`config.mk`:
```
export PLATFORM = sky130hd
export DESIGN_NAME = nearest_track_association_table_core
export DESIGN_NICKNAME = d
export VERILOG_FILES = /design/src/hdl/ntat_pkg.sv /design/src/hdl/ntat_ram.sv /design/src/hdl/ntat_dist.sv /design/src/hdl/nearest_track_association_table_core.sv
export SDC_FILE = /design/constraint.sdc
export NUM_CORES = 2
export LEC_CHECK = 0
export ABC_AREA = 1
export ABC_CLOCK_PERIOD_IN_PS = 17200
export BUFFER_PORTS_ARGS = -buffer_cell sky130_fd_sc_hd__buf_2
export CAP_MARGIN = 30
export CORE_ASPECT_RATIO = 1.25
export CORE_MARGIN = 2
export CORE_UTILIZATION = 55
export CTS_CLUSTER_SIZE = 16
export DETAILED_ROUTE_END_ITERATION = 8
export PLACE_DENSITY = 0.71
export SETUP_SLACK_MARGIN = 0.15
export SYNTH_ARGS = -nofsm -noshare
export SYNTH_HDL_FRONTEND = slang
export SYNTH_SLANG_ARGS = --single-unit
```
`constraint.sdc`:
```
create_clock -name clk -period 17.2 [get_ports clk]
set_input_delay 2.58 -clock clk [delete_from_list [all_inputs] [get_ports clk]]
set_output_delay 2.58 -clock clk [all_outputs]
set_load 0.01 [all_outputs]
```
`src/hdl/ntat_pkg.sv`:
```
// Shared types and constants of the track association table.
`timescale 1ns / 1ps
package ntat_pkg;

	localparam int POS_W    = 16;
	localparam int HEIGHT_W = 10;
	localparam int TIME_W   = 32;
	localparam int SQ_W     = 32;   // |dx| <= 65535, so dx*dx fits 32 bits
	localparam int DIST_W   = 33;   // sum of two squares
	localparam int MD_W     = 10;
	localparam int MDSQ_W   = 20;
	localparam int TT_W     = 20;

	localparam logic [MD_W-1:0] MD_RESET = 10'd180;
	localparam logic [TT_W-1:0] TT_RESET = 20'd10000;

	localparam logic OP_DETECT = 1'b0;
	localparam logic OP_PURGE  = 1'b1;

	localparam logic REG_MATCH_DIST = 1'b0;
	localparam logic REG_TRACK_TIME = 1'b1;

	typedef enum logic [1:0] {
		ACT_UPDATE = 2'd0,
		ACT_INSERT = 2'd1,
		ACT_DROP   = 2'd2,
		ACT_PURGE  = 2'd3
	} action_t;

	// One table row as stored in the entry memory.
	typedef struct packed {
		logic signed [POS_W-1:0]    x;
		logic signed [POS_W-1:0]    y;
		logic        [HEIGHT_W-1:0] height;
		logic signed [POS_W-1:0]    heading;
		logic        [TIME_W-1:0]   stamp;
	} entry_t;

	// Status of the distance pipeline.
	typedef struct packed {
		logic              valid;
		logic              busy;
		logic [DIST_W-1:0] sq_dist;
	} dist_out_t;

endpackage

```
`src/hdl/ntat_ram.sv`:
```
// Generic single-clock RAM, one write port, one registered read port.
`timescale 1ns / 1ps
module ntat_ram #(
	parameter int WIDTH = 8,
	parameter int DEPTH = 32
) (
	input  logic                     clk,
	input  logic                     we,
	input  logic [$clog2(DEPTH)-1:0] waddr,
	input  logic [WIDTH-1:0]         wdata,
	input  logic                     re,
	input  logic [$clog2(DEPTH)-1:0] raddr,
	output logic [WIDTH-1:0]         rdata
);

	logic [WIDTH-1:0] mem [DEPTH];

	always_ff @(posedge clk) begin
		if (we) begin
			mem[waddr] <= wdata;
		end
		if (re) begin
			rdata <= mem[raddr];
		end
	end

endmodule

```
`src/hdl/ntat_dist.sv`:
```
// Two-stage squared x/y distance pipeline.
`timescale 1ns / 1ps
module ntat_dist (
	input  logic                                  clk,
	input  logic                                  arst_n,
	input  logic                                  in_valid,
	input  logic signed [ntat_pkg::POS_W-1:0]     entry_x,
	input  logic signed [ntat_pkg::POS_W-1:0]     entry_y,
	input  logic signed [ntat_pkg::POS_W-1:0]     pos_x,
	input  logic signed [ntat_pkg::POS_W-1:0]     pos_y,
	output ntat_pkg::dist_out_t                   res
);

	logic signed [ntat_pkg::POS_W:0]       dx, dy;
	logic signed [2*ntat_pkg::POS_W+1:0]   px2, py2;
	logic [ntat_pkg::SQ_W-1:0]             sq_x_s2, sq_y_s2;
	logic [ntat_pkg::DIST_W-1:0]           dist_s3;
	logic                                  v_s2, v_s3;

	assign dx  = {entry_x[ntat_pkg::POS_W-1], entry_x} - {pos_x[ntat_pkg::POS_W-1], pos_x};
	assign dy  = {entry_y[ntat_pkg::POS_W-1], entry_y} - {pos_y[ntat_pkg::POS_W-1], pos_y};
	assign px2 = dx * dx;
	assign py2 = dy * dy;

	always_ff @(posedge clk or negedge arst_n) begin
		if (!arst_n) begin
			v_s2 <= 1'b0;
			v_s3 <= 1'b0;
		end else begin
			v_s2 <= in_valid;
			v_s3 <= v_s2;
		end
	end

	always_ff @(posedge clk) begin
		sq_x_s2 <= px2[ntat_pkg::SQ_W-1:0];
		sq_y_s2 <= py2[ntat_pkg::SQ_W-1:0];
		dist_s3 <= {1'b0, sq_x_s2} + {1'b0, sq_y_s2};
	end

	assign res.valid   = v_s3;
	assign res.busy    = v_s2 | v_s3;
	assign res.sq_dist = dist_s3;

endmodule

```
`src/hdl/nearest_track_association_table_core.sv`:
```
// Top level of the nearest-neighbor track association table.
`timescale 1ns / 1ps
// A command is taken at a clock edge with start high and busy low. Opcode 0
// is a detection: every valid entry is read from the entry RAM in table
// order, one per cycle, and its squared x/y distance to the detection goes
// through a two-stage multiply/add pipeline; the first entry with the
// smallest distance wins. If that distance is below match_distance squared
// the entry is overwritten, else the detection is appended or dropped when
// the table is full. Opcode 1 is a purge: entries are read in order and the
// ones not older than tracking_time_ms are written back compacted, on the
// same RAM, one entry per cycle. The time a command takes grows with the
// number of valid entries, since all of them pass the single RAM read port.
// The result is shown for exactly one cycle with done high and must be
// taken then: there is no way to hold it. busy is low in that same cycle,
// so the next command may be started alongside it. Registers sit on the APB
// port: match_distance at 0x0, tracking_time_ms at 0x4; write them only
// while busy is low.
module nearest_track_association_table_core #(
	parameter int TABLE_DEPTH = 32
) (
	input  logic        clk,
	input  logic        arst_n,
	// command
	input  logic        start,
	output logic        busy,
	input  logic        opcode,
	input  logic [15:0] pos_x,
	input  logic [15:0] pos_y,
	input  logic [9:0]  obj_height,
	input  logic [15:0] heading,
	input  logic [31:0] frame_time_ms,
	// result
	output logic        done,
	output logic [1:0]  action,
	output logic [4:0]  slot,
	output logic [5:0]  removed,
	output logic [5:0]  entry_count,
	// register port
	input  logic        psel,
	input  logic        penable,
	input  logic        pwrite,
	input  logic [2:0]  paddr,
	input  logic [31:0] pwdata,
	output logic [31:0] prdata,
	output logic        pready
);

	localparam int AW = $clog2(TABLE_DEPTH);
	localparam int CW = $clog2(TABLE_DEPTH + 1);

	typedef enum logic [3:0] {
		ST_IDLE   = 4'b0001,
		ST_SCAN   = 4'b0010,
		ST_DECIDE = 4'b0100,
		ST_PURGE  = 4'b1000
	} state_t;

	state_t state_q;

	// registers
	logic [ntat_pkg::MD_W-1:0]   md_q;
	logic [ntat_pkg::TT_W-1:0]   tt_q;
	logic [ntat_pkg::MDSQ_W-1:0] md_sq_q;

	// latched command
	logic                                    op_q;
	logic signed [ntat_pkg::POS_W-1:0]       pos_x_q, pos_y_q, heading_q;
	logic [ntat_pkg::HEIGHT_W-1:0]           height_q;
	logic [ntat_pkg::TIME_W-1:0]             frame_q;

	// table state
	logic [CW-1:0] count_q;
	logic [CW-1:0] rd_ptr_q;
	logic [CW-1:0] wr_ptr_q;
	logic [CW-1:0] removed_cnt_q;
	logic          v_s1;

	// nearest-entry search
	logic                        found_q;
	logic [ntat_pkg::DIST_W-1:0] best_q;
	logic [AW-1:0]               best_idx_q;
	logic [AW-1:0]               cmp_idx_q;

	// result
	logic             done_q;
	ntat_pkg::action_t action_q;
	logic [4:0]       slot_q;
	logic [5:0]       removed_q;

	// RAM ports
	logic             ram_we, ram_re;
	logic [AW-1:0]    ram_waddr, ram_raddr;
	ntat_pkg::entry_t ram_wdata, ram_rdata, det_entry;

	ntat_pkg::dist_out_t dres;

	logic                 accept;
	logic                 issue;
	logic                 scan_end, purge_end;
	logic                 hit, full;
	logic                 expired;
	logic signed [32:0]   age;
	logic [AW-1:0]        slot_idx;
	logic [AW+4:0]        slot_ext;
	logic [CW+5:0]        count_ext, removed_ext;
	logic [CW-1:0]        count_inc;

	assign accept = start && state_q == ST_IDLE;
	assign busy   = state_q != ST_IDLE;

	// ---------------- register port ----------------
	assign pready = 1'b1;

	always_comb begin
		unique case (paddr[2])
			ntat_pkg::REG_MATCH_DIST: prdata = {22'd0, md_q};
			ntat_pkg::REG_TRACK_TIME: prdata = {12'd0, tt_q};
			default:                  prdata = 32'd0;
		endcase
	end

	always_ff @(posedge clk or negedge arst_n) begin
		if (!arst_n) begin
			md_q <= ntat_pkg::MD_RESET;
			tt_q <= ntat_pkg::TT_RESET;
		end else if (psel && penable && pwrite) begin
			unique case (paddr[2])
				ntat_pkg::REG_MATCH_DIST: md_q <= pwdata[ntat_pkg::MD_W-1:0];
				ntat_pkg::REG_TRACK_TIME: tt_q <= pwdata[ntat_pkg::TT_W-1:0];
				default: ;
			endcase
		end
	end

	// squared radius is registered and follows the register in the next cycle
	always_ff @(posedge clk) begin
		md_sq_q <= md_q * md_q;
	end

	// ---------------- command latch ----------------
	always_ff @(posedge clk) begin
		if (accept) begin
			op_q      <= opcode;
			pos_x_q   <= pos_x;
			pos_y_q   <= pos_y;
			height_q  <= obj_height;
			heading_q <= heading;
			frame_q   <= frame_time_ms;
		end
	end

	// ---------------- entry memory ----------------
	assign issue     = (state_q == ST_SCAN || state_q == ST_PURGE) && rd_ptr_q < count_q;
	assign ram_re    = issue;
	assign ram_raddr = rd_ptr_q[AW-1:0];

	assign det_entry.x       = pos_x_q;
	assign det_entry.y       = pos_y_q;
	assign det_entry.height  = height_q;
	assign det_entry.heading = heading_q;
	assign det_entry.stamp   = frame_q;

	assign hit  = found_q && best_q < {{(ntat_pkg::DIST_W - ntat_pkg::MDSQ_W){1'b0}}, md_sq_q};
	assign full = count_q >= CW'(TABLE_DEPTH);

	// age is signed: an entry stamped after the purge time is kept
	assign age     = $signed({1'b0, frame_q}) - $signed({1'b0, ram_rdata.stamp});
	assign expired = age > $signed({13'd0, tt_q});

	always_comb begin
		ram_we    = 1'b0;
		ram_waddr = wr_ptr_q[AW-1:0];
		ram_wdata = ram_rdata;
		if (state_q == ST_DECIDE) begin
			ram_we    = hit || !full;
			ram_waddr = hit ? best_idx_q : count_q[AW-1:0];
			ram_wdata = det_entry;
		end else if (state_q == ST_PURGE) begin
			ram_we = v_s1 && !expired;
		end
	end

	ntat_ram #(
		.WIDTH ($bits(ntat_pkg::entry_t)),
		.DEPTH (TABLE_DEPTH)
	) u_ram (
		.clk   (clk),
		.we    (ram_we),
		.waddr (ram_waddr),
		.wdata (ram_wdata),
		.re    (ram_re),
		.raddr (ram_raddr),
		.rdata (ram_rdata)
	);

	// distance pipeline fed from the RAM output
	ntat_dist u_dist (
		.clk      (clk),
		.arst_n   (arst_n),
		.in_valid (v_s1 && state_q == ST_SCAN),
		.entry_x  (ram_rdata.x),
		.entry_y  (ram_rdata.y),
		.pos_x    (pos_x_q),
		.pos_y    (pos_y_q),
		.res      (dres)
	);

	assign scan_end  = rd_ptr_q == count_q && !v_s1 && !dres.busy;
	assign purge_end = rd_ptr_q == count_q && !v_s1;

	// ---------------- result formatting ----------------
	assign slot_idx    = hit ? best_idx_q : count_q[AW-1:0];
	assign slot_ext    = {5'd0, slot_idx};
	assign count_inc   = count_q + 1'b1;
	assign count_ext   = {6'd0, count_q};
	assign removed_ext = {6'd0, removed_cnt_q};

	assign done        = done_q;
	assign action      = action_q;
	assign slot        = slot_q;
	assign removed     = removed_q;
	assign entry_count = count_ext[5:0];

	// ---------------- control ----------------
	always_ff @(posedge clk or negedge arst_n) begin
		if (!arst_n) begin
			state_q       <= ST_IDLE;
			count_q       <= '0;
			rd_ptr_q      <= '0;
			wr_ptr_q      <= '0;
			removed_cnt_q <= '0;
			v_s1          <= 1'b0;
			found_q       <= 1'b0;
			cmp_idx_q     <= '0;
			done_q        <= 1'b0;
		end else begin
			done_q <= 1'b0;
			v_s1   <= issue;
			if (issue) begin
				rd_ptr_q <= rd_ptr_q + 1'b1;
			end
			unique case (state_q)
				ST_IDLE: begin
					if (accept) begin
						rd_ptr_q      <= '0;
						wr_ptr_q      <= '0;
						removed_cnt_q <= '0;
						found_q       <= 1'b0;
						cmp_idx_q     <= '0;
						state_q       <= (opcode == ntat_pkg::OP_PURGE) ? ST_PURGE : ST_SCAN;
					end
				end
				ST_SCAN: begin
					if (dres.valid) begin
						found_q   <= 1'b1;
						cmp_idx_q <= cmp_idx_q + 1'b1;
					end
					if (scan_end) begin
						state_q <= ST_DECIDE;
					end
				end
				ST_DECIDE: begin
					if (!hit && !full) begin
						count_q <= count_inc;
					end
					done_q  <= 1'b1;
					state_q <= ST_IDLE;
				end
				ST_PURGE: begin
					if (v_s1) begin
						if (expired) begin
							removed_cnt_q <= removed_cnt_q + 1'b1;
						end else begin
							wr_ptr_q <= wr_ptr_q + 1'b1;
						end
					end
					if (purge_end) begin
						count_q <= wr_ptr_q;
						done_q  <= 1'b1;
						state_q <= ST_IDLE;
					end
				end
				default: state_q <= ST_IDLE;
			endcase
		end
	end

	// best candidate: strict compare keeps the earliest entry on ties
	always_ff @(posedge clk) begin
		if (state_q == ST_SCAN && dres.valid && (!found_q || dres.sq_dist < best_q)) begin
			best_q     <= dres.sq_dist;
			best_idx_q <= cmp_idx_q;
		end
	end

	// result payload
	always_ff @(posedge clk) begin
		if (state_q == ST_DECIDE) begin
			removed_q <= 6'd0;
			if (hit) begin
				action_q <= ntat_pkg::ACT_UPDATE;
				slot_q   <= slot_ext[4:0];
			end else if (!full) begin
				action_q <= ntat_pkg::ACT_INSERT;
				slot_q   <= slot_ext[4:0];
			end else begin
				action_q <= ntat_pkg::ACT_DROP;
				slot_q   <= 5'd0;
			end
		end else if (state_q == ST_PURGE && purge_end) begin
			action_q  <= ntat_pkg::ACT_PURGE;
			slot_q    <= 5'd0;
			removed_q <= removed_ext[5:0];
		end
	end

endmodule
```
==> summary by stage <==
Floorplan
The core region is between 200,000 and 250,000 µm². 186 I/O pins were placed. The width of the chip is 421 µm.

The floorplan step set the die height to around 530 µm. The floorplan has between 150 and 200 rows. The effective utilization at floorplan is 0.552. The die covers 221,000 µm².

Global route
In this run the most used layer during global routing was met2. The met2 routing resource usage after global routing is 0.484. The global route total overflow is 0. The wire length of the first global-routing pass is about 490,000 µm. The met1 track demand over resource is 0.399. The via count of the first global-routing pass is between 80,000 and 90,000. The global-route met3 utilization is 0.0451. For this run, the total global-route usage over all layers was measured as 0.297. The number of antenna violations at the first check in global routing is 18. The maximum number of pins on one net before global-route repair is ~210.

Logic synthesis
The most used flip-flop cell after synthesis is sky130_fd_sc_hd__edfxtp_1. The mean cell area of the mapped netlist is roughly 11 µm². The synthesized netlist occupies a cell area of 119,000 µm². The total number of yosys warnings is 0. The register area share after synthesis is 0.593. The synthesized design contains roughly 2,200 enable-type register cells. The cell count after synthesis is 10,513. The share of flip-flops with an asynchronous set or reset after synthesis is 0.0282. The synthesized netlist contains 65 unique library cells. The flip-flop and latch count after synthesis is between 2,000 and 2,500.

Finish
The post-synthesis to final-layout area growth is 10.1%. Counting the fill cells in the layout gives between 15,000 and 20,000. The number of nets in the layout is about 12,000. For this run, the number of standard cells in the final layout without fillers is 13,627. The ratio of cells with drive above 1 in the final layout is 0.0758.

Timing
The headroom to the max-slew limit is 0.209. The worst setup skew after layout is between 0.08 and 0.09 ns. The highest clock frequency the design can meet is about 110 MHz. The number of max-slew violations in the final report is 0. The final period utilization is 0.514. The shortest period the worst path allows is approximately 8.8 ns. Setup slack on the critical path of the routed design comes to about 8.4 ns. Setup violations remaining at the end of the flow were counted as 0.

The actual slew at the worst max-slew pin is approximately 1.2 ns. The final number of hold-violating endpoints is 0. Setup repair after global routing left no endpoint under its margin.

The setup total negative slack is 0 ns.

Critical path
For this design, the slowest cell found on the critical path is sky130_fd_sc_hd__nor2_2. The type of origin of the critical path is a flip-flop. The data required time at the worst endpoint is between 15 and 20 ns. In this run the worst path has a maximum fanout of 10. STA classifies the critical path endpoint as a flip-flop. The delay of the slowest cell on the worst path is approximately 0.55 ns. Data on the critical path arrives at its endpoint at 9.59 ns. By instance count, the cell type seen most on the critical path is sky130_fd_sc_hd__inv_1. The worst setup path is of the flip-flop to flip-flop kind.

Min path
The class of the tightest hold or removal check is flip-flop to flip-flop.

Detailed routing
The first detailed-routing pass ran for 9 iterations. The number of nets with antenna violations after routing is 0. The iteration-0 DRC count of the detailed router is about 11,000. The remaining routing DRC violations is 0. The routed wire length is about 330,000 µm. The average routed wire per standard cell is about 24 µm. The detailed-route vias per instance is 6.05. The via count is between 80,000 and 90,000.

Clock tree
The H-tree generated during clock tree synthesis spans 4 levels. Post-CTS timing repair inserted 0 buffers for setup. Buffers inserted during clock tree synthesis total 224. Clock tree synthesis found a total of between 2,000 and 2,500 sinks. The later-pin clock latency in the skew report is about 0.90 ns. The longest clock path from root to sink contains 4 buffers. For this design, the CTS-stage hold fixing added 0 buffers. The clock transition at the register clock pins on the worst setup and hold paths after CTS is 0.07 ns. The post-cts resize count is 0.

The master cell of the clock root buffer is sky130_fd_sc_hd__clkbuf_16. The CTS tree is yes.

Placed design
The number of port buffers is approximately 130. The congestion estimate from routability-driven global placement came to between 0.9 and 1. In this run, placement finished with an instance count of 13,200. Once detailed placement completed, the half-perimeter wirelength came to about 200,000 µm. The pre-CTS setup slack is between 8 and 9 ns.

Status
The run finished with clean final reports.

Run
The reported max-cap violation count is 0.
[layout make-up]
type | instances | area [µm²] | area share
Timing Repair Buffer | 333 | 2840 | 0.0216
Inverter | 1162 | 4400 | 0.0335
Antenna cell | 13 | 32.5 | 0.000247
Multi-Input combinational cell | 6422 | 42700 | 0.325
Sequential cell | 2409 | 70800 | 0.538
Clock buffer | 274 | 5900 | 0.0448
Tap cell | 2895 | 3620 | 0.0275
Clock inverter | 119 | 1230 | 0.00932
[cells in the mapped netlist (65+ instances only)]
library cell,count,share of area
sky130_fd_sc_hd__edfxtp_1,2221,0.56
sky130_fd_sc_hd__nor2_1,1714,0.054
sky130_fd_sc_hd__o21ai_0,1436,0.060
sky130_fd_sc_hd__inv_1,1149,0.036
sky130_fd_sc_hd__nand2_1,947,0.030
sky130_fd_sc_hd__o22ai_1,615,0.032
sky130_fd_sc_hd__fa_1,564,0.095
sky130_fd_sc_hd__clkbuf_1,477,0.015
sky130_fd_sc_hd__ha_1,380,0.040
sky130_fd_sc_hd__a21oi_1,219,0.0092
sky130_fd_sc_hd__dfxtp_1,120,0.020
sky130_fd_sc_hd__xor2_1,120,0.0088
sky130_fd_sc_hd__nand3_1,86,0.0036
sky130_fd_sc_hd__xnor2_1,65,0.0048
[final timing paths]
| path | from | end | slack [ns] | cells past startpoint |
|---|---|---|---|---|
| max | pos_x_q[2] | u_dist.sq_x_s2[29] | 8.36 | 38 |
| min | u_dist.dist_s3[17] | best_q[17] | 0.39 | 0 |
| max reg2reg | pos_x_q[2] | u_dist.sq_x_s2[29] | 8.36 | 38 |
| min reg2reg | u_dist.dist_s3[17] | best_q[17] | 0.39 | 0 |
| max in group asynchronous | arst_n | rd_ptr_q[4] | 14.52 | 2 |
| min in group asynchronous | arst_n | tt_q[14] | 1.54 | 1 |
[routing by layer]
metal / vias up / routed length, µm
met1: 40671 / 124000
met2: 4673 / 160000
met3: 796 / 34000
met5: - / 25
li1: 36245 / -
met4: 4 / 15200
[sequential cells by signal, indices dropped and copies added (netlist names), 5 cells and up]
register,cells
pos_y_q,16
best_q,33
pos_x_q,16
removed,6
u_ram.mem,2048
u_dist.sq_y_s2,31
rd_ptr_q,6
frame_q,32
entry_count,6
removed_cnt_q,6
u_dist.sq_x_s2,31
md_sq_q,19
wr_ptr_q,6
md_q,10
cmp_idx_q,5
u_dist.dist_s3,33
tt_q,20
slot,5
u_ram.rdata,64
best_idx_q,5
[placed cells by master (no fill, tap or decap), drive strengths merged, types with 13 or more instances in the layout]
| cell | netlist | layout |
|---|---|---|
| buf | 54 | 333 |
| xor2 | 122 | 122 |
| nand4 | 45 | 45 |
| o32ai | 24 | 24 |
| clkbuf | 477 | 274 |
| nor2 | 1721 | 1721 |
| o21ai | 1451 | 1451 |
| inv | 1157 | 1164 |
| or2 | 13 | 13 |
| xnor2 | 67 | 67 |
| bufinv | 0 | 24 |
| a21oi | 220 | 220 |
| dfxtp | 120 | 120 |
| edfxtp | 2221 | 2221 |
| conb | 2 | 13 |
| o22ai | 615 | 615 |
| dfrtp | 58 | 58 |
| nor3 | 25 | 25 |
| nand3 | 91 | 91 |
| ha | 380 | 380 |
| diode | 0 | 13 |
| nand2 | 965 | 965 |
| a31oi | 17 | 17 |
| clkinv | 5 | 86 |
| fa | 564 | 564 |
| a21o | 19 | 19 |
[critical path: cells and delay by family, from the launching register on]
family                   cells  cell delay (ns)
AND/OR/NAND/NOR             11             1.61
flip-flops                   1             0.47
AO/OA/AOI/OAI                7             1.49
buffers and inverters       11             1.25
XOR/XNOR                     1             0.19
adder cells (fa/ha/maj)      8             3.73
[metrics by stage]
stage / util / hold WS [ns] / instance area, µm²
6_report: 0.608 / 0.388 / 132000
5_1_grt: 0.608 / 0.391 / 132000
4_1_cts: 0.607 / 0.389 / 131000
3_5_place_dp: 0.574 / 0.375 / 124000
3_3_place_gp: 0.571 / 0.369 / 123000
2_1_floorplan: - / 0.354 / 120000
[cell families (layout without fill, tap and decap cells)]
logic type | after synthesis | count (layout) | synth area share
XOR/XNOR | 189 | 189 | 0.0143
flip-flops | 2409 | 2409 | 0.593
other | 2 | 26 | 0.0000629
AO/OA/AOI/OAI | 2399 | 2399 | 0.110
AND/OR/NAND/NOR | 2877 | 2877 | 0.0948
adder cells (fa/ha/maj) | 944 | 944 | 0.134
buffers and inverters | 1693 | 1888 | 0.0540
Power is left out: the tool's default activity adds up to more than one toggle a clock period on the data nets, which glitch-free logic cannot reach.
